<file path="src/design/trk_pkg.sv">
package trk_pkg;

    // Frame geometry
    localparam int VALUE_COUNT = 19;
    localparam int STORE_DEPTH = 4 * VALUE_COUNT;
    localparam int ADDR_W      = $clog2(STORE_DEPTH);

    // Field widths
    localparam int BYTE_W  = 8;
    localparam int IDX_W   = 5;
    localparam int VALUE_W = 32;
    localparam int TICK_W  = 16;
    localparam int CFG_W   = 16;
    localparam int CFG_IDX_W = 2;

    // Configuration register indexes
    localparam logic [CFG_IDX_W-1:0] CFG_HEADER  = 2'd0;
    localparam logic [CFG_IDX_W-1:0] CFG_SOURCE  = 2'd1;
    localparam logic [CFG_IDX_W-1:0] CFG_TIMEOUT = 2'd2;

    // Configuration reset values
    localparam logic [BYTE_W-1:0] HEADER_RST  = 8'hAA;
    localparam logic [BYTE_W-1:0] SOURCE_RST  = 8'h11;
    localparam logic [TICK_W-1:0] TIMEOUT_RST = 16'd1000;

    // Input kinds
    localparam logic KIND_BYTE = 1'b0;
    localparam logic KIND_TICK = 1'b1;

    // Payload store write beat
    typedef struct packed {
        logic              en;
        logic [ADDR_W-1:0] addr;
        logic [BYTE_W-1:0] data;
    } t_wr;

    // Decoded frame value from the emitter
    typedef struct packed {
        logic                      valid;
        logic [IDX_W-1:0]          index;
        logic signed [VALUE_W-1:0] value;
        logic                      last;
    } t_rec;

endpackage

</file>
<file path="src/design/trk_in_if.sv">
interface trk_in_if;
    import trk_pkg::*;

    logic              valid;
    logic              ready;
    logic              kind;
    logic [BYTE_W-1:0] byte_value;

    modport source (output valid, output kind, output byte_value, input ready);
    modport sink   (input valid, input kind, input byte_value, output ready);
endinterface

</file>
<file path="src/design/trk_out_if.sv">
interface trk_out_if;
    import trk_pkg::*;

    logic                      valid;
    logic                      ready;
    logic                      is_record;
    logic [IDX_W-1:0]          record_index;
    logic signed [VALUE_W-1:0] record_value;
    logic                      last_record;
    logic                      online;

    modport source (output valid, output is_record, output record_index,
                    output record_value, output last_record, output online,
                    input ready);
    modport sink   (input valid, input is_record, input record_index,
                    input record_value, input last_record, input online,
                    output ready);
endinterface

</file>
<file path="src/design/tracking_frame_receiver_core.sv">
// Serial frame receiver with an additive checksum and a link watchdog. Each input
// beat is a received byte or a tick. A frame is header, source, destination,
// function, length L, L payload bytes and a checksum equal to the 8-bit sum of
// all earlier bytes; a good frame with at least 76 payload bytes gives 19 beats
// of big-endian signed 32-bit values, the last one flagged. Every tick gives one
// status beat with the online flag, which drops after timeout_ticks ticks with
// no good frame. Bytes and ticks are taken one per cycle while no frame is being
// emitted and the output register is free. After a good frame the input stalls
// while the payload store, a single-read-port memory, is walked byte by byte,
// each byte in a read state and then a shift state; each gathered value then
// waits in a hold state until the output register is free to take it.
// Configuration: index 0 header byte, 1 source byte, 2 timeout ticks.
module tracking_frame_receiver_core (
    input  logic                          i_clk,
    input  logic                          i_rst_n,
    trk_in_if.sink                        i_in,
    trk_out_if.source                     o_out,
    input  logic                          i_cfg_we,
    input  logic [trk_pkg::CFG_IDX_W-1:0] i_cfg_idx,
    input  logic [trk_pkg::CFG_W-1:0]     i_cfg_data
);
    import trk_pkg::*;

    logic [BYTE_W-1:0] r_header;
    logic [BYTE_W-1:0] r_source;
    logic [TICK_W-1:0] r_timeout;
    logic [TICK_W-1:0] r_silent;
    logic              r_online;
    logic              n_online;

    logic                r_out_valid;
    logic                r_out_is_record;
    logic [IDX_W-1:0]    r_out_index;
    logic [VALUE_W-1:0]  r_out_value;
    logic                r_out_last;
    logic                r_out_online;

    logic              out_free;
    logic              emit_busy;
    logic              accept;
    logic              byte_en;
    logic              tick_en;
    logic              good;
    logic              take;
    t_wr               wr;
    t_rec              rec;
    logic [ADDR_W-1:0] rd_addr;
    logic [BYTE_W-1:0] rd_data;

    // Handshake
    assign out_free   = !r_out_valid || o_out.ready;
    assign i_in.ready = !emit_busy && out_free;
    assign accept     = i_in.valid && i_in.ready;
    assign byte_en    = accept && (i_in.kind == KIND_BYTE);
    assign tick_en    = accept && (i_in.kind == KIND_TICK);
    assign take       = rec.valid && out_free;

    // Configuration registers
    always_ff @(posedge i_clk) begin
        if (!i_rst_n) begin
            r_header  <= HEADER_RST;
            r_source  <= SOURCE_RST;
            r_timeout <= TIMEOUT_RST;
        end else if (i_cfg_we) begin
            case (i_cfg_idx)
                CFG_HEADER:  r_header  <= i_cfg_data[BYTE_W-1:0];
                CFG_SOURCE:  r_source  <= i_cfg_data[BYTE_W-1:0];
                CFG_TIMEOUT: r_timeout <= i_cfg_data[TICK_W-1:0];
                default: ;
            endcase
        end
    end

    // Watchdog: count silent ticks, clear on a good frame
    assign n_online = (r_silent < r_timeout);

    always_ff @(posedge i_clk) begin
        if (!i_rst_n) begin
            r_silent <= '0;
            r_online <= 1'b0;
        end else if (tick_en) begin
            r_online <= n_online;
            if (n_online) begin
                r_silent <= r_silent + 1'b1;
            end
        end else if (good) begin
            r_silent <= '0;
        end
    end

    // Output register: tick status or frame value
    always_ff @(posedge i_clk) begin
        if (!i_rst_n) begin
            r_out_valid <= 1'b0;
        end else if (tick_en) begin
            r_out_valid <= 1'b1;
        end else if (take) begin
            r_out_valid <= 1'b1;
        end else if (o_out.ready) begin
            r_out_valid <= 1'b0;
        end
    end

    always_ff @(posedge i_clk) begin
        if (tick_en) begin
            r_out_is_record <= 1'b0;
            r_out_index     <= '0;
            r_out_value     <= '0;
            r_out_last      <= 1'b0;
            r_out_online    <= n_online;
        end else if (take) begin
            r_out_is_record <= 1'b1;
            r_out_index     <= rec.index;
            r_out_value     <= rec.value;
            r_out_last      <= rec.last;
            r_out_online    <= r_online;
        end
    end

    assign o_out.valid        = r_out_valid;
    assign o_out.is_record    = r_out_is_record;
    assign o_out.record_index = r_out_index;
    assign o_out.record_value = r_out_value;
    assign o_out.last_record  = r_out_last;
    assign o_out.online       = r_out_online;

    trk_parser u_parser (
        .i_clk     (i_clk),
        .i_rst_n   (i_rst_n),
        .i_byte_en (byte_en),
        .i_byte    (i_in.byte_value),
        .i_header  (r_header),
        .i_source  (r_source),
        .o_wr      (wr),
        .o_good    (good)
    );

    trk_payload_ram u_ram (
        .i_clk     (i_clk),
        .i_wr      (wr),
        .i_rd_addr (rd_addr),
        .o_rd_data (rd_data)
    );

    trk_emitter u_emitter (
        .i_clk     (i_clk),
        .i_rst_n   (i_rst_n),
        .i_start   (good),
        .i_rd_data (rd_data),
        .i_take    (take),
        .o_rd_addr (rd_addr),
        .o_rec     (rec),
        .o_busy    (emit_busy)
    );
endmodule

</file>
<file path="src/design/trk_payload_ram.sv">
module trk_payload_ram (
    input  logic                           i_clk,
    input  trk_pkg::t_wr                   i_wr,
    input  logic [trk_pkg::ADDR_W-1:0]     i_rd_addr,
    output logic [trk_pkg::BYTE_W-1:0]     o_rd_data
);
    import trk_pkg::*;

    logic [BYTE_W-1:0] r_mem [STORE_DEPTH];
    logic [BYTE_W-1:0] r_rd_data;

    // One write port, one registered read port
    always_ff @(posedge i_clk) begin
        if (i_wr.en) begin
            r_mem[i_wr.addr] <= i_wr.data;
        end
        r_rd_data <= r_mem[i_rd_addr];
    end

    assign o_rd_data = r_rd_data;
endmodule

</file>
<file path="src/design/trk_parser.sv">
module trk_parser (
    input  logic                       i_clk,
    input  logic                       i_rst_n,
    input  logic                       i_byte_en,
    input  logic [trk_pkg::BYTE_W-1:0] i_byte,
    input  logic [trk_pkg::BYTE_W-1:0] i_header,
    input  logic [trk_pkg::BYTE_W-1:0] i_source,
    output trk_pkg::t_wr               o_wr,
    output logic                       o_good
);
    import trk_pkg::*;

    typedef enum logic [2:0] {
        P_IDLE = 3'd0,
        P_HDR  = 3'd1,
        P_SRC  = 3'd2,
        P_DST  = 3'd3,
        P_FUNC = 3'd4,
        P_PAY  = 3'd5,
        P_CHK  = 3'd6
    } t_phase;

    t_phase            r_phase;
    logic [BYTE_W-1:0] r_remaining;
    logic [BYTE_W-1:0] r_sum;
    logic [BYTE_W-1:0] r_count;

    // Store payload bytes that fit in the value area
    always_comb begin
        o_wr.en   = i_byte_en && (r_phase == P_PAY) && (r_remaining != '0)
                    && (r_count < BYTE_W'(STORE_DEPTH));
        o_wr.addr = r_count[ADDR_W-1:0];
        o_wr.data = i_byte;
    end

    // Good frame: checksum matches and the value area is full
    assign o_good = i_byte_en && (r_phase == P_CHK) && (i_byte == r_sum)
                    && (r_count >= BYTE_W'(STORE_DEPTH));

    // Frame state machine, one step per received byte
    always_ff @(posedge i_clk) begin
        if (!i_rst_n) begin
            r_phase     <= P_IDLE;
            r_remaining <= '0;
            r_sum       <= '0;
            r_count     <= '0;
        end else if (i_byte_en) begin
            case (r_phase)
                P_IDLE: begin
                    if (i_byte == i_header) begin
                        r_phase <= P_HDR;
                        r_sum   <= i_byte;
                    end
                end
                P_HDR: begin
                    if (i_byte == i_source) begin
                        r_phase <= P_SRC;
                        r_sum   <= r_sum + i_byte;
                    end else begin
                        r_phase <= P_IDLE;
                    end
                end
                P_SRC: begin
                    r_phase <= P_DST;
                    r_sum   <= r_sum + i_byte;
                end
                P_DST: begin
                    r_phase <= P_FUNC;
                    r_sum   <= r_sum + i_byte;
                end
                P_FUNC: begin
                    r_phase     <= P_PAY;
                    r_sum       <= r_sum + i_byte;
                    r_remaining <= i_byte;
                    r_count     <= '0;
                end
                P_PAY: begin
                    // Zero length swallows this byte and drops the frame
                    if (r_remaining == '0) begin
                        r_phase <= P_IDLE;
                    end else begin
                        r_count     <= r_count + 1'b1;
                        r_sum       <= r_sum + i_byte;
                        r_remaining <= r_remaining - 1'b1;
                        if (r_remaining == BYTE_W'(1)) begin
                            r_phase <= P_CHK;
                        end
                    end
                end
                P_CHK: begin
                    r_phase <= P_IDLE;
                end
                default: begin
                    r_phase <= P_IDLE;
                end
            endcase
        end
    end
endmodule

</file>
<file path="src/design/trk_emitter.sv">
module trk_emitter (
    input  logic                       i_clk,
    input  logic                       i_rst_n,
    input  logic                       i_start,
    input  logic [trk_pkg::BYTE_W-1:0] i_rd_data,
    input  logic                       i_take,
    output logic [trk_pkg::ADDR_W-1:0] o_rd_addr,
    output trk_pkg::t_rec              o_rec,
    output logic                       o_busy
);
    import trk_pkg::*;

    typedef enum logic [1:0] {
        E_IDLE,
        E_READ,
        E_SHIFT,
        E_HOLD
    } t_estate;

    t_estate            r_state;
    logic [IDX_W-1:0]   r_val;
    logic [1:0]         r_sub;
    logic [VALUE_W-1:0] r_acc;

    // Byte address of the current value, big-endian order
    assign o_rd_addr = ADDR_W'({r_val, r_sub});
    assign o_busy    = (r_state != E_IDLE);

    always_comb begin
        o_rec.valid = (r_state == E_HOLD);
        o_rec.index = r_val;
        o_rec.value = r_acc;
        o_rec.last  = (r_val == IDX_W'(VALUE_COUNT - 1));
    end

    // Walk the store four bytes per value, hold each value until taken
    always_ff @(posedge i_clk) begin
        if (!i_rst_n) begin
            r_state <= E_IDLE;
            r_val   <= '0;
            r_sub   <= '0;
        end else begin
            case (r_state)
                E_IDLE: begin
                    if (i_start) begin
                        r_state <= E_READ;
                        r_val   <= '0;
                        r_sub   <= '0;
                    end
                end
                E_READ: begin
                    r_state <= E_SHIFT;
                end
                E_SHIFT: begin
                    r_acc <= {r_acc[VALUE_W-BYTE_W-1:0], i_rd_data};
                    if (r_sub == 2'd3) begin
                        r_state <= E_HOLD;
                    end else begin
                        r_sub   <= r_sub + 1'b1;
                        r_state <= E_READ;
                    end
                end
                E_HOLD: begin
                    if (i_take) begin
                        if (o_rec.last) begin
                            r_state <= E_IDLE;
                        end else begin
                            r_val   <= r_val + 1'b1;
                            r_sub   <= '0;
                            r_state <= E_READ;
                        end
                    end
                end
                default: begin
                    r_state <= E_IDLE;
                end
            endcase
        end
    end
endmodule

</file>
<file path="src/flat_wrapper.sv">
// flat-port wrapper written by rule: the top's interface ports become plain ports
module tracking_frame_receiver_core_flat import trk_pkg::*;
  (i_clk, i_rst_n, i_cfg_we, i_cfg_idx, i_cfg_data, i_in_valid, i_in_kind, i_in_byte_value, i_in_ready, o_out_valid, o_out_is_record, o_out_record_index, o_out_record_value, o_out_last_record, o_out_online, o_out_ready);
  trk_in_if i_in_i ();
  trk_out_if o_out_i ();
  input  logic i_clk;
  input  logic i_rst_n;
  input  logic i_cfg_we;
  input  logic [trk_pkg::CFG_IDX_W-1:0] i_cfg_idx;
  input  logic [trk_pkg::CFG_W-1:0] i_cfg_data;
  input wire logic [$bits(i_in_i.valid)-1:0] i_in_valid;
  input wire logic [$bits(i_in_i.kind)-1:0] i_in_kind;
  input wire logic [$bits(i_in_i.byte_value)-1:0] i_in_byte_value;
  output wire logic [$bits(i_in_i.ready)-1:0] i_in_ready;
  output wire logic [$bits(o_out_i.valid)-1:0] o_out_valid;
  output wire logic [$bits(o_out_i.is_record)-1:0] o_out_is_record;
  output wire logic [$bits(o_out_i.record_index)-1:0] o_out_record_index;
  output wire logic [$bits(o_out_i.record_value)-1:0] o_out_record_value;
  output wire logic [$bits(o_out_i.last_record)-1:0] o_out_last_record;
  output wire logic [$bits(o_out_i.online)-1:0] o_out_online;
  input wire logic [$bits(o_out_i.ready)-1:0] o_out_ready;
  assign i_in_i.valid = i_in_valid;
  assign i_in_i.kind = i_in_kind;
  assign i_in_i.byte_value = i_in_byte_value;
  assign i_in_ready = i_in_i.ready;
  assign o_out_valid = o_out_i.valid;
  assign o_out_is_record = o_out_i.is_record;
  assign o_out_record_index = o_out_i.record_index;
  assign o_out_record_value = o_out_i.record_value;
  assign o_out_last_record = o_out_i.last_record;
  assign o_out_online = o_out_i.online;
  assign o_out_i.ready = o_out_ready;
  tracking_frame_receiver_core u_core (.i_clk(i_clk), .i_rst_n(i_rst_n), .i_in(i_in_i), .o_out(o_out_i), .i_cfg_we(i_cfg_we), .i_cfg_idx(i_cfg_idx), .i_cfg_data(i_cfg_data));
endmodule
</file>
<file path="config.mk">
export PLATFORM = sky130hd
export DESIGN_NAME = tracking_frame_receiver_core_flat
export DESIGN_NICKNAME = d
export VERILOG_FILES = /design/src/design/trk_pkg.sv /design/src/design/trk_in_if.sv /design/src/design/trk_out_if.sv /design/src/design/tracking_frame_receiver_core.sv /design/src/design/trk_payload_ram.sv /design/src/design/trk_parser.sv /design/src/design/trk_emitter.sv /design/src/flat_wrapper.sv
export SDC_FILE = /design/constraint.sdc
export NUM_CORES = 1
export LEC_CHECK = 0
export BUFFER_PORTS_ARGS = -buffer_cell sky130_fd_sc_hd__buf_2
export CAP_MARGIN = 20
export CORE_MARGIN = 1
export CORE_UTILIZATION = 45
export CTS_CLUSTER_SIZE = 20
export DETAILED_ROUTE_END_ITERATION = 16
export GPL_ROUTABILITY_DRIVEN = 1
export SLEW_MARGIN = 20
export SYNTH_ARGS = -nofsm -noshare
export SYNTH_HDL_FRONTEND = slang
export SYNTH_SLANG_ARGS = --single-unit
</file>
<file path="constraint.sdc">
create_clock -name i_clk -period 3.7 [get_ports i_clk]
set_input_delay 0.555 -clock i_clk [delete_from_list [all_inputs] [get_ports i_clk]]
set_output_delay 0.555 -clock i_clk [all_outputs]
set_load 0.005 [all_outputs]
</file>
==> flow_metrics.env, run 1 <==
export IMPL_maxSlewViolCount=0
export IMPL_powerDensity_mw_per_mm2=488
export IMPL_num_antenna_cells=0
export IMPL_rsz0062_at_grt="false"
export IMPL_fin_crit_ns=3.12
export IMPL_hold_depth=3
export IMPL_synth_edff_count=641
export IMPL_ioPinCount=74
export IMPL_syn_inst=1912
export IMPL_async_flop_share=0
export IMPL_tritoncts="yes"
export IMPL_synth_most_common_cell="edfxtp_1"
export IMPL_drtIter0Drc=1639
export IMPL_syn_cell_area_mm2=0.0311
export IMPL_clkTransAtPathRegs_ns=0.06
export IMPL_crit_chain="and2b_1, and2_0, nand4_1, nor3b_2, nand3_1, nor2_1, buf_4"
export IMPL_p_leak_nw=11.9
export IMPL_cp_required_ns=4.04
export IMPL_antenna_left=0
export IMPL_fillCellCount=5541
export IMPL_finalWeightedCongestion=0.868
export IMPL_nets=2160
export IMPL_overflow=0
export IMPL_status="finished clean"
export IMPL_final_area_mm2=0.0356
export IMPL_postSynthAreaPerCell_um2=16.3
export IMPL_drt_pass1_iter_count=5
export IMPL_ff_latch_area_mm2=0.0219
export IMPL_cts_sinks=774
export IMPL_finalSetupViolCount=0
export IMPL_vias=17500
export IMPL_critPathCaptureType="register"
export IMPL_synth_top_area_share=0.618
export IMPL_fin_crit_sh=0.843
export IMPL_routed_wl_mm=74.8
export IMPL_wire_per_inst_um=24.6
export IMPL_hp_start="i_cfg_data[8]"
export IMPL_postCtsSetupBuffers=0
export IMPL_worstSetupPathType="reg2reg"
export IMPL_die_y_um=265
export IMPL_die_area_mm2=0.0702
export IMPL_max_vdd_ir_drop_v=0.000322
export IMPL_cpMaxStageDelayCell="nor3b_2"
export IMPL_tightestPinTransition_ns=0.983
export IMPL_synth_cell_type_count=73
export IMPL_numCtsBuffers=78
export IMPL_arrival_ns=3.46
export IMPL_clock_skew_ns=0.0279
export IMPL_synth_area_leaders="edfxtp_1, mux4_2, dfxtp_1"
export IMPL_port_buffers=73
export IMPL_track_usage=0.217
export IMPL_cts_max_path_buffers=3
export IMPL_start_kind="register"
export IMPL_r2r_slack_ns=0.58
export IMPL_die_w_um=265
export IMPL_core_area_mm2=0.0685
export IMPL_ys_flop_type="edfxtp_1"
export IMPL_ys_top_cells_by_count="edfxtp_1, nand2_1, mux4_2"
export IMPL_synth_seq_cells=774
export IMPL_dpl_hpwl_mm=47.9
export IMPL_final_layout_size_suffix_gt1_frac=0.229
export IMPL_hold_path_end="u_core.r_timeout[8]"
export IMPL_whs_ns=0.169
export IMPL_timing_slew_headroom=0.343
export IMPL_core_rowCount=96
export IMPL_max_stage_delay_ns=0.45
export IMPL_syn_nets=1976
export IMPL_cpLargestDelayFamily="simple AND/OR/NAND/NOR gates"
export IMPL_antenna_found_initial=0
export IMPL_rr_worst_depth=7
export IMPL_initial_core_util=0.455
export IMPL_multiInputGateArea_mm2=0.00856
export IMPL_tns_ns=0
export IMPL_drc=0
export IMPL_synth_top_area_cell="edfxtp_1"
export IMPL_grt_first_pass_wirelength_mm=112
export IMPL_hold_buffers=0
export IMPL_syn2layout_area_growth_pct=14.5
export IMPL_clk_latency_ns=0.63
export IMPL_grt_max_degree=77
export IMPL_viasPerCell=5.76
export IMPL_finalHoldViolCount=0
export IMPL_timing_rr_end="u_core.u_ram.r_mem[59][2]"
export IMPL_grt_pass1_vias=17500
export IMPL_cts_root_buf="clkbuf_16"
export IMPL_hold_path_class="in2reg"
export IMPL_h_tree_depth=3
export IMPL_yosysSeqAreaShare=0.704
export IMPL_yosysWarnings=0
export IMPL_cts_resized=0
export IMPL_cp_depth=7
export IMPL_placed_cell_area_mm2=0.0332
export IMPL_cap_violations=0
export IMPL_max_freq_mhz=321
export IMPL_timing_rr_start="u_core.u_parser.r_phase[1]"
export IMPL_critPathMaxFanout=12
export IMPL_timing_critical_path_buf_inv=1
-- worst reg2reg max path: cells and delay by family, from the launching register on --
family        cells  cell delay (ns)
buf+inv           1             0.21
flops             1             0.42
simple gates      6             2.21
-- worst max path at each step --
| stage | end | startpoint |
|---|---|---|
| floorplan | u_core.u_emitter.r_sub[1] | u_core.u_emitter.r_val[0] |
| global placement | u_core.r_silent[6] | i_in_byte_value[5] |
| detailed placement | u_core.r_silent[3] | i_in_byte_value[2] |
| CTS | u_core.u_ram.r_mem[59][1] | u_core.u_parser.r_phase[1] |
| global route | u_core.u_ram.r_mem[70][1] | u_core.u_parser.r_phase[1] |
| finish | u_core.u_ram.r_mem[59][2] | u_core.u_parser.r_phase[1] |
-- routing by layer --
layer | track usage | vias to the layer above | part of all wire
met1 | 0.315 | 8969 | 0.45
li1 | - | 7811 | -
met2 | 0.338 | 627 | 0.47
met3 | 0.0333 | 91 | 0.059
met4 | 0.0692 | 0 | 0.023
met5 | 0 | - | 0
-- layout by cell type, fill, tap and decap left out, types with 56 or more instances in the layout --
cell / netlist / final
dfxtp_1: 133 / 129
mux2i_1: 56 / 56
clkbuf_16: 0 / 81
nor2_1: 143 / 143
buf_4: 5 / 131
a21oi_1: 83 / 83
mux4_2: 160 / 160
buf_2: 25 / 73
edfxtp_1: 641 / 641
nand2_1: 196 / 196
-- logic make-up after synthesis --
| group | share of synthesized area |
|---|---|
| flops | 0.704 |
| simple gates | 0.0719 |
| compound gates | 0.0468 |
| mux | 0.135 |
| buf+inv | 0.0208 |
| fa+ha+maj | 0.0131 |
| xor+xnor | 0.00816 |
-- metrics by stage --
step | worst slack (ns) | util | instances | power, W
after floorplan | 1.15 | - | 1912 | 0.00973
after detailed placement | 0.405 | 0.485 | 2898 | 0.00994
after CTS | 0.683 | 0.520 | 3039 | 0.0176
final | 0.582 | 0.520 | 3039 | 0.0174
after global placement | 0.435 | 0.485 | 2898 | 0.00993
after global routing | 0.411 | 0.520 | 3039 | 0.0179
-- report_power, final --
part	leakage, nW	internal, W	total [W]	switching (W)
Clock	1.20	0.00441	0.00764	0.00323
Combinational	3.86	0.0000692	0.000313	0.000244
Sequential	6.84	0.00943	0.00944	0.0000111
Total	11.9	0.0139	0.0174	0.00349
-- sequential cells by signal, summed over array words and instances, names as in the netlist, 3 cells and up --
| register | flops |
|---|---|
| u_core.u_emitter.r_val | 5 |
| u_core.u_parser.r_sum | 8 |
| u_core.r_timeout | 16 |
| u_core.u_emitter.r_acc | 32 |
| u_core.u_parser.r_remaining | 8 |
| u_core.u_ram.r_mem | 608 |
| u_core.o_out.record_index | 5 |
| u_core.r_header | 8 |
| u_core.u_parser.r_count | 8 |
| u_core.u_parser.r_phase | 3 |
| u_core.r_silent | 16 |
| u_core.u_ram.o_rd_data | 8 |
| u_core.o_out.record_value | 32 |
| u_core.r_source | 8 |
-- cell type report --
cell class | instances | area share
clock buffer | 106 | 0.0601
clock inverter | 35 | 0.00871
inverter | 31 | 0.00327
multi-input combinational | 1001 | 0.240
sequential | 774 | 0.615
tap | 882 | 0.0310
timing repair buffer | 210 | 0.0412
No activity file was read; power rests on OpenSTA's default activity.
==> run 2, diff against run 1 <==
--- a/config.mk
+++ b/config.mk
@@ -5,6 +5,7 @@
 export SDC_FILE = /design/constraint.sdc
 export NUM_CORES = 1
 export LEC_CHECK = 0
+export ABC_AREA = 1
 export BUFFER_PORTS_ARGS = -buffer_cell sky130_fd_sc_hd__buf_2
 export CAP_MARGIN = 20
 export CORE_MARGIN = 1
==> constraint.sdc (replaced) <==
create_clock -name i_clk -period 2.9 [get_ports i_clk]
set_input_delay 0.435 -clock i_clk [delete_from_list [all_inputs] [get_ports i_clk]]
set_output_delay 0.435 -clock i_clk [all_outputs]
set_load 0.005 [all_outputs]
==> flow_metrics.env, run 2 <==
export IMPL_status="finished clean"
export IMPL_r2r_slack_ns=0.25
export IMPL_powerDensity_mw_per_mm2=605
export IMPL_crit_chain="nand2_1, nor2_4, inv_2, a21oi_2, nand2_2, nor3_4, nand3_2, nor2_1, buf_4"
export IMPL_ys_flop_type="edfxtp_1"
export IMPL_top_register="u_core.u_ram.r_mem"
export IMPL_grt_pass1_vias=22400
export IMPL_hold_buffers=0
export IMPL_clk_latency_ns=0.62
export IMPL_antenna_left=0
export IMPL_syn2layout_area_growth_pct=14.1
export IMPL_start_kind="register"
export IMPL_drtIter0Drc=2354
export IMPL_numCtsBuffers=81
export IMPL_cp_depth=9
export IMPL_syn_nets=3177
export IMPL_worstSetupPathType="reg2reg"
export IMPL_maxSlewViolCount=0
export IMPL_final_cell_mix="nand2_1, edfxtp_1, nand3_1"
export IMPL_wire_per_inst_um=20.3
export IMPL_ioPinCount=74
export IMPL_port_buffers=73
export IMPL_grt_first_pass_wirelength_mm=131
export IMPL_hold_path_class="in2reg"
export IMPL_finalSetupViolCount=0
export IMPL_dpl_cell_count=4113
export IMPL_met1_usage=0.323
export IMPL_max_stage_delay_ns=0.46
export IMPL_worst_slack_ns=0.251
export IMPL_cpMaxStageDelayCell="dfxtp_1"
export IMPL_clock_skew_ns=0.0204
export IMPL_yosysWarnings=0
export IMPL_postCtsSetupBuffers=0
export IMPL_track_usage=0.235
export IMPL_rsz0062_at_grt="false"
export IMPL_final_cells=4262
export IMPL_dpl_hpwl_mm=54.6
export IMPL_die_area_mm2=0.0732
export IMPL_p_leak_nw=14.1
export IMPL_cts_sinks=774
export IMPL_yosysSeqAreaShare=0.675
export IMPL_die_w_um=271
export IMPL_overflow=0
export IMPL_timing_slew_headroom=0.358
export IMPL_nets=3310
export IMPL_synth_top_area_cell="edfxtp_1"
export IMPL_max_vdd_ir_drop_v=0.000391
export IMPL_cap_violations=0
export IMPL_final_common_cell="nand2_1"
export IMPL_clkTransAtPathRegs_ns=0.06
export IMPL_num_antenna_cells=0
export IMPL_syn_inst=3113
export IMPL_syn_cell_area_mm2=0.0325
export IMPL_grt_max_degree=169
export IMPL_die_y_um=271
export IMPL_postSynthAreaPerCell_um2=10.4
export IMPL_viasPerCell=5.43
export IMPL_placed_cell_area_mm2=0.0345
export IMPL_vias=23200
export IMPL_synth_area_leaders="edfxtp_1, nand2_1, dfxtp_1"
export IMPL_drc=0
export IMPL_antenna_found_initial=1
export IMPL_cpLargestDelayFamily="simple AND/OR/NAND/NOR gates"
export IMPL_timing_critical_path_buf_inv=2
export IMPL_arrival_ns=2.97
export IMPL_rr_worst_depth=9
export IMPL_busiest_layer="met2"
export IMPL_synth_top_area_share=0.593
export IMPL_ys_top_cells_by_count="nand2_1, edfxtp_1, nand3_1"
export IMPL_final_util=0.518
export IMPL_synth_seq_cells=774
export IMPL_async_flop_share=0
export IMPL_grtUsageMet3=0.0331
export IMPL_finalHoldViolCount=0
export IMPL_final_layout_size_suffix_gt1_frac=0.112
export IMPL_finalWeightedCongestion=0.894
export IMPL_cp_required_ns=3.22
export IMPL_critPathMaxFanout=12
export IMPL_drt_pass1_iter_count=6
export IMPL_synth_most_common_cell="nand2_1"
export IMPL_pre_cts_ws_ns=0.258
export IMPL_use_met2=0.380
export IMPL_largest_reg_flops=608
export IMPL_core_rowCount=98
export IMPL_cts_max_path_buffers=3
export IMPL_h_tree_depth=3
export IMPL_tritoncts="yes"
export IMPL_initial_core_util=0.454
export IMPL_routed_wl_mm=86.7
export IMPL_tns_ns=0
export IMPL_fin_crit_sh=0.913
export IMPL_final_area_mm2=0.0370
export IMPL_fin_crit_ns=2.65
export IMPL_synth_cell_type_count=45
export IMPL_synth_edff_count=641
export IMPL_core_area_mm2=0.0715
export IMPL_cts_root_buf="clkbuf_16"
export IMPL_hold_depth=3
export IMPL_max_freq_mhz=378
export IMPL_tightestPinTransition_ns=0.963
export IMPL_cts_resized=0
export IMPL_critPathCaptureType="register"
[run 2: cell types whose count changed after synthesis, sizes merged, moves of 12 or more]
cell    previous run  this run
nand2            196       953
nand3             38       503
mux4             160         0
inv               31       129
nor2             143       235
o21ai             32       113
mux2i             56         0
buf               58        92
clkbuf            48        75
a211oi            27         1
a21oi             83        67
and2              16         1
or3               12         0
[run 2: routing by layer]
metal / up-vias / part of all wire
li1: 11000 / -
met1: 11200 / 0.43
met4: 0 / 0.034
met2: 876 / 0.47
met5: - / 0
met3: 157 / 0.066
[run 2: kinds of logic after synthesis]
| family | count (synthesis) | share of synthesized area |
|---|---|---|
| DFF | 774 | 0.675 |
| adders and majority gates | 32 | 0.0126 |
| buffers and inverters | 299 | 0.0375 |
| xor gates and xnor gates | 35 | 0.00944 |
| AOI/OAI and AO/OA | 236 | 0.0402 |
| and+or+nand+nor | 1737 | 0.226 |
[run 2: area by class of cell]
| type | count | area [um^2] |
|---|---|---|
| Clock buffer | 113 | 2230 |
| Clock inverter | 36 | 280 |
| Fill cell | 6289 | 34400 |
| Inverter | 132 | 505 |
| Multi-Input combinational cell | 2040 | 9360 |
| Sequential cell | 774 | 21900 |
| Tap cell | 950 | 1190 |
| Timing Repair Buffer | 217 | 1560 |
[run 2: tightest hold or removal path, cell delays in order]
cell and delay (ns):
buf_2 0.07, nand2_1 0.04, o211ai_1 0.06
[run 2: power breakdown]
| group | internal, W | switching [W] | total [W] |
|---|---|---|---|
| Combinational | 0.000112 | 0.000376 | 0.000488 |
| Sequential | 0.0120 | 0.0000195 | 0.0121 |
| Clock | 0.00573 | 0.00414 | 0.00987 |
| Total | 0.0179 | 0.00454 | 0.0224 |
[run 2: path summary, 6_finish.rpt]
kind                                                  from                         to
worst max register to register  u_core.u_parser.r_phase[2]  u_core.u_ram.r_mem[14][1]
worst max-delay path            u_core.u_parser.r_phase[2]  u_core.u_ram.r_mem[14][1]
worst min register to register   u_core.u_ram.o_rd_data[2]  u_core.u_emitter.r_acc[2]
worst min-delay path                         i_cfg_data[8]        u_core.r_timeout[8]
[run 2: stage by stage]
step / power, W / hold slack [ns]
global route: 0.0230 / 0.0286
CTS: 0.0226 / 0.00426
finish: 0.0224 / 0.0352
floorplan: 0.0125 / 0.386
global placement: 0.0128 / 0.389
detailed placement: 0.0128 / 0.389
==> run 3, diff against run 2 <==
==> constraint.sdc (replaced) <==
create_clock -name i_clk -period 3.42 [get_ports i_clk]
set_input_delay 0.513 -clock i_clk [delete_from_list [all_inputs] [get_ports i_clk]]
set_output_delay 0.513 -clock i_clk [all_outputs]
set_load 0.005 [all_outputs]
==> flow_metrics.env, run 3 (synthesis results as in run 2) <==
export IMPL_cp_required_ns=3.70
export IMPL_critPathMaxFanout=12
export IMPL_r2r_slack_ns=0.56
export IMPL_fillCellCount=6273
export IMPL_cts_sinks=774
export IMPL_drc=0
export IMPL_power_share_clock=0.455
export IMPL_nets=3265
export IMPL_cap_violations=0
export IMPL_tns_ns=0
export IMPL_vias=23000
export IMPL_max_freq_mhz=349
export IMPL_rr_worst_depth=8
export IMPL_antenna_left=0
export IMPL_drt_pass1_iter_count=7
export IMPL_routed_wl_mm=85.0
export IMPL_viasPerCell=5.46
export IMPL_die_y_um=271
export IMPL_max_vdd_ir_drop_v=0.000399
export IMPL_syn2layout_area_growth_pct=13.7
export IMPL_rsz0062_at_grt="false"
export IMPL_port_buffers=73
export IMPL_grt_pass1_vias=22300
export IMPL_finalWeightedCongestion=0.869
export IMPL_worstSetupPathType="reg2reg"
export IMPL_tritoncts="yes"
export IMPL_critPathCaptureType="register"
export IMPL_drtIter0Drc=2493
export IMPL_track_usage=0.232
export IMPL_clk_latency_ns=0.65
export IMPL_start_kind="register"
export IMPL_final_util=0.517
export IMPL_powerDensity_mw_per_mm2=528
export IMPL_postCtsSetupBuffers=0
export IMPL_core_area_mm2=0.0715
export IMPL_grt_first_pass_wirelength_mm=130
export IMPL_clkTransAtPathRegs_ns=0.06
export IMPL_p_sw_w=0.00404
export IMPL_fin_crit_ns=2.86
export IMPL_h_tree_depth=3
export IMPL_finalHoldViolCount=0
export IMPL_overflow=0
export IMPL_core_rowCount=98
export IMPL_critPathLaunch="u_core.u_parser.r_phase[2]"
export IMPL_maxSlewViolCount=0
export IMPL_ioPinCount=74
export IMPL_fin_crit_sh=0.837
export IMPL_top_register="u_core.u_ram.r_mem"
export IMPL_antenna_found_initial=0
export IMPL_final_common_cell="nand2_1"
export IMPL_grt_max_degree=161
export IMPL_final_layout_size_suffix_gt1_frac=0.101
export IMPL_die_area_mm2=0.0732
export IMPL_dpl_hpwl_mm=52.0
export IMPL_combPwrFrac=0.021
export IMPL_hold_buffers=0
export IMPL_hold_path_class="in2reg"
export IMPL_num_antenna_cells=0
export IMPL_tightestPinTransition_ns=0.938
export IMPL_cts_max_path_buffers=3
export IMPL_status="finished clean"
export IMPL_switching_share=0.207
export IMPL_largest_reg_flops=608
export IMPL_p_leak_nw=13.9
export IMPL_arrival_ns=3.14
export IMPL_wire_per_inst_um=20.2
export IMPL_cts_root_buf="clkbuf_16"
export IMPL_timing_slew_headroom=0.375
export IMPL_die_w_um=271
export IMPL_finalSetupViolCount=0
export IMPL_cts_resized=0
export IMPL_clock_skew_ns=0.0237
export IMPL_numCtsBuffers=83
export IMPL_crit_end="u_core.u_ram.r_mem[12][7]"
export IMPL_initial_core_util=0.454
export IMPL_final_cell_mix="nand2_1, edfxtp_1, nand3_1"
export IMPL_timing_rr_end="u_core.u_ram.r_mem[12][7]"
export IMPL_timing_rr_start="u_core.u_parser.r_phase[2]"
export IMPL_seq_power_share=0.525
export IMPL_internal_power_w=0.0155
## run 3: power by group through the flow
stage,logic (W),registers [W],clock network [W]
6_report,0.000405,0.0102,0.00887
5_1_grt,0.000443,0.0102,0.00939
3_3_place_gp,0.000406,0.0104,0
4_1_cts,0.000408,0.0102,0.00903
2_1_floorplan,0.000143,0.0104,0
3_5_place_dp,0.000408,0.0104,0
## run 3: per-layer routing
layer  track usage  wire [um]  part of all wire  vias to the layer above
li1              -          -                 -                    10900
met1         0.319      36400              0.43                    11100
met2         0.371      39600              0.47                      876
met3        0.0388       6120             0.072                      168
met4        0.0861       2900             0.034                        0
met5             0          0                 0                        -
## run 3: area by class of cell
type,instances,area [um^2],share of cell area
Timing Repair Buffer,170,1250,0.0340
Clock buffer,101,2210,0.0597
Multi-Input combinational cell,2040,9350,0.253
Sequential cell,774,21900,0.594
Tap cell,950,1190,0.0322
Clock inverter,50,498,0.0135
Inverter,132,505,0.0137
## run 3: stage by stage
step / hold slack, ns / instance area, um^2 / power, W / setup slack, ns / cells
after floorplan: 0.386 / 32500 / 0.0106 / 0.0126 / 3113
after global placement: 0.389 / 34200 / 0.0108 / 0.513 / 4065
after detailed placement: 0.393 / 34200 / 0.0108 / 0.474 / 4065
after CTS: 0.0830 / 36900 / 0.0197 / 0.598 / 4216
after global routing: 0.0983 / 36900 / 0.0201 / 0.340 / 4217
final: 0.118 / 36900 / 0.0195 / 0.558 / 4217
## run 3: worst min-delay path by stage
stage                               from                        end  slack, ns  depth (start not counted)
2_1_floorplan  u_core.u_ram.o_rd_data[0]  u_core.u_emitter.r_acc[0]       0.39                          0
4_1_cts                    i_cfg_data[8]        u_core.r_timeout[8]       0.08                          3
3_3_place_gp   u_core.u_ram.o_rd_data[3]  u_core.u_emitter.r_acc[3]       0.39                          0
3_5_place_dp   u_core.u_ram.o_rd_data[3]  u_core.u_emitter.r_acc[3]       0.39                          0
6_report                   i_cfg_data[8]        u_core.r_timeout[8]       0.12                          3
5_1_grt                    i_cfg_data[8]        u_core.r_timeout[8]        0.1                          3
## run 3: critical path, cell delays in order, from the launching register on
cell	delay (ns)
dfxtp_1	0.45
nand2_1	0.15
nor2_4	0.19
inv_2	0.14
a21oi_2	0.22
nand2_2	0.16
nor3_4	0.24
nand3_2	0.34
nor2_1	0.59
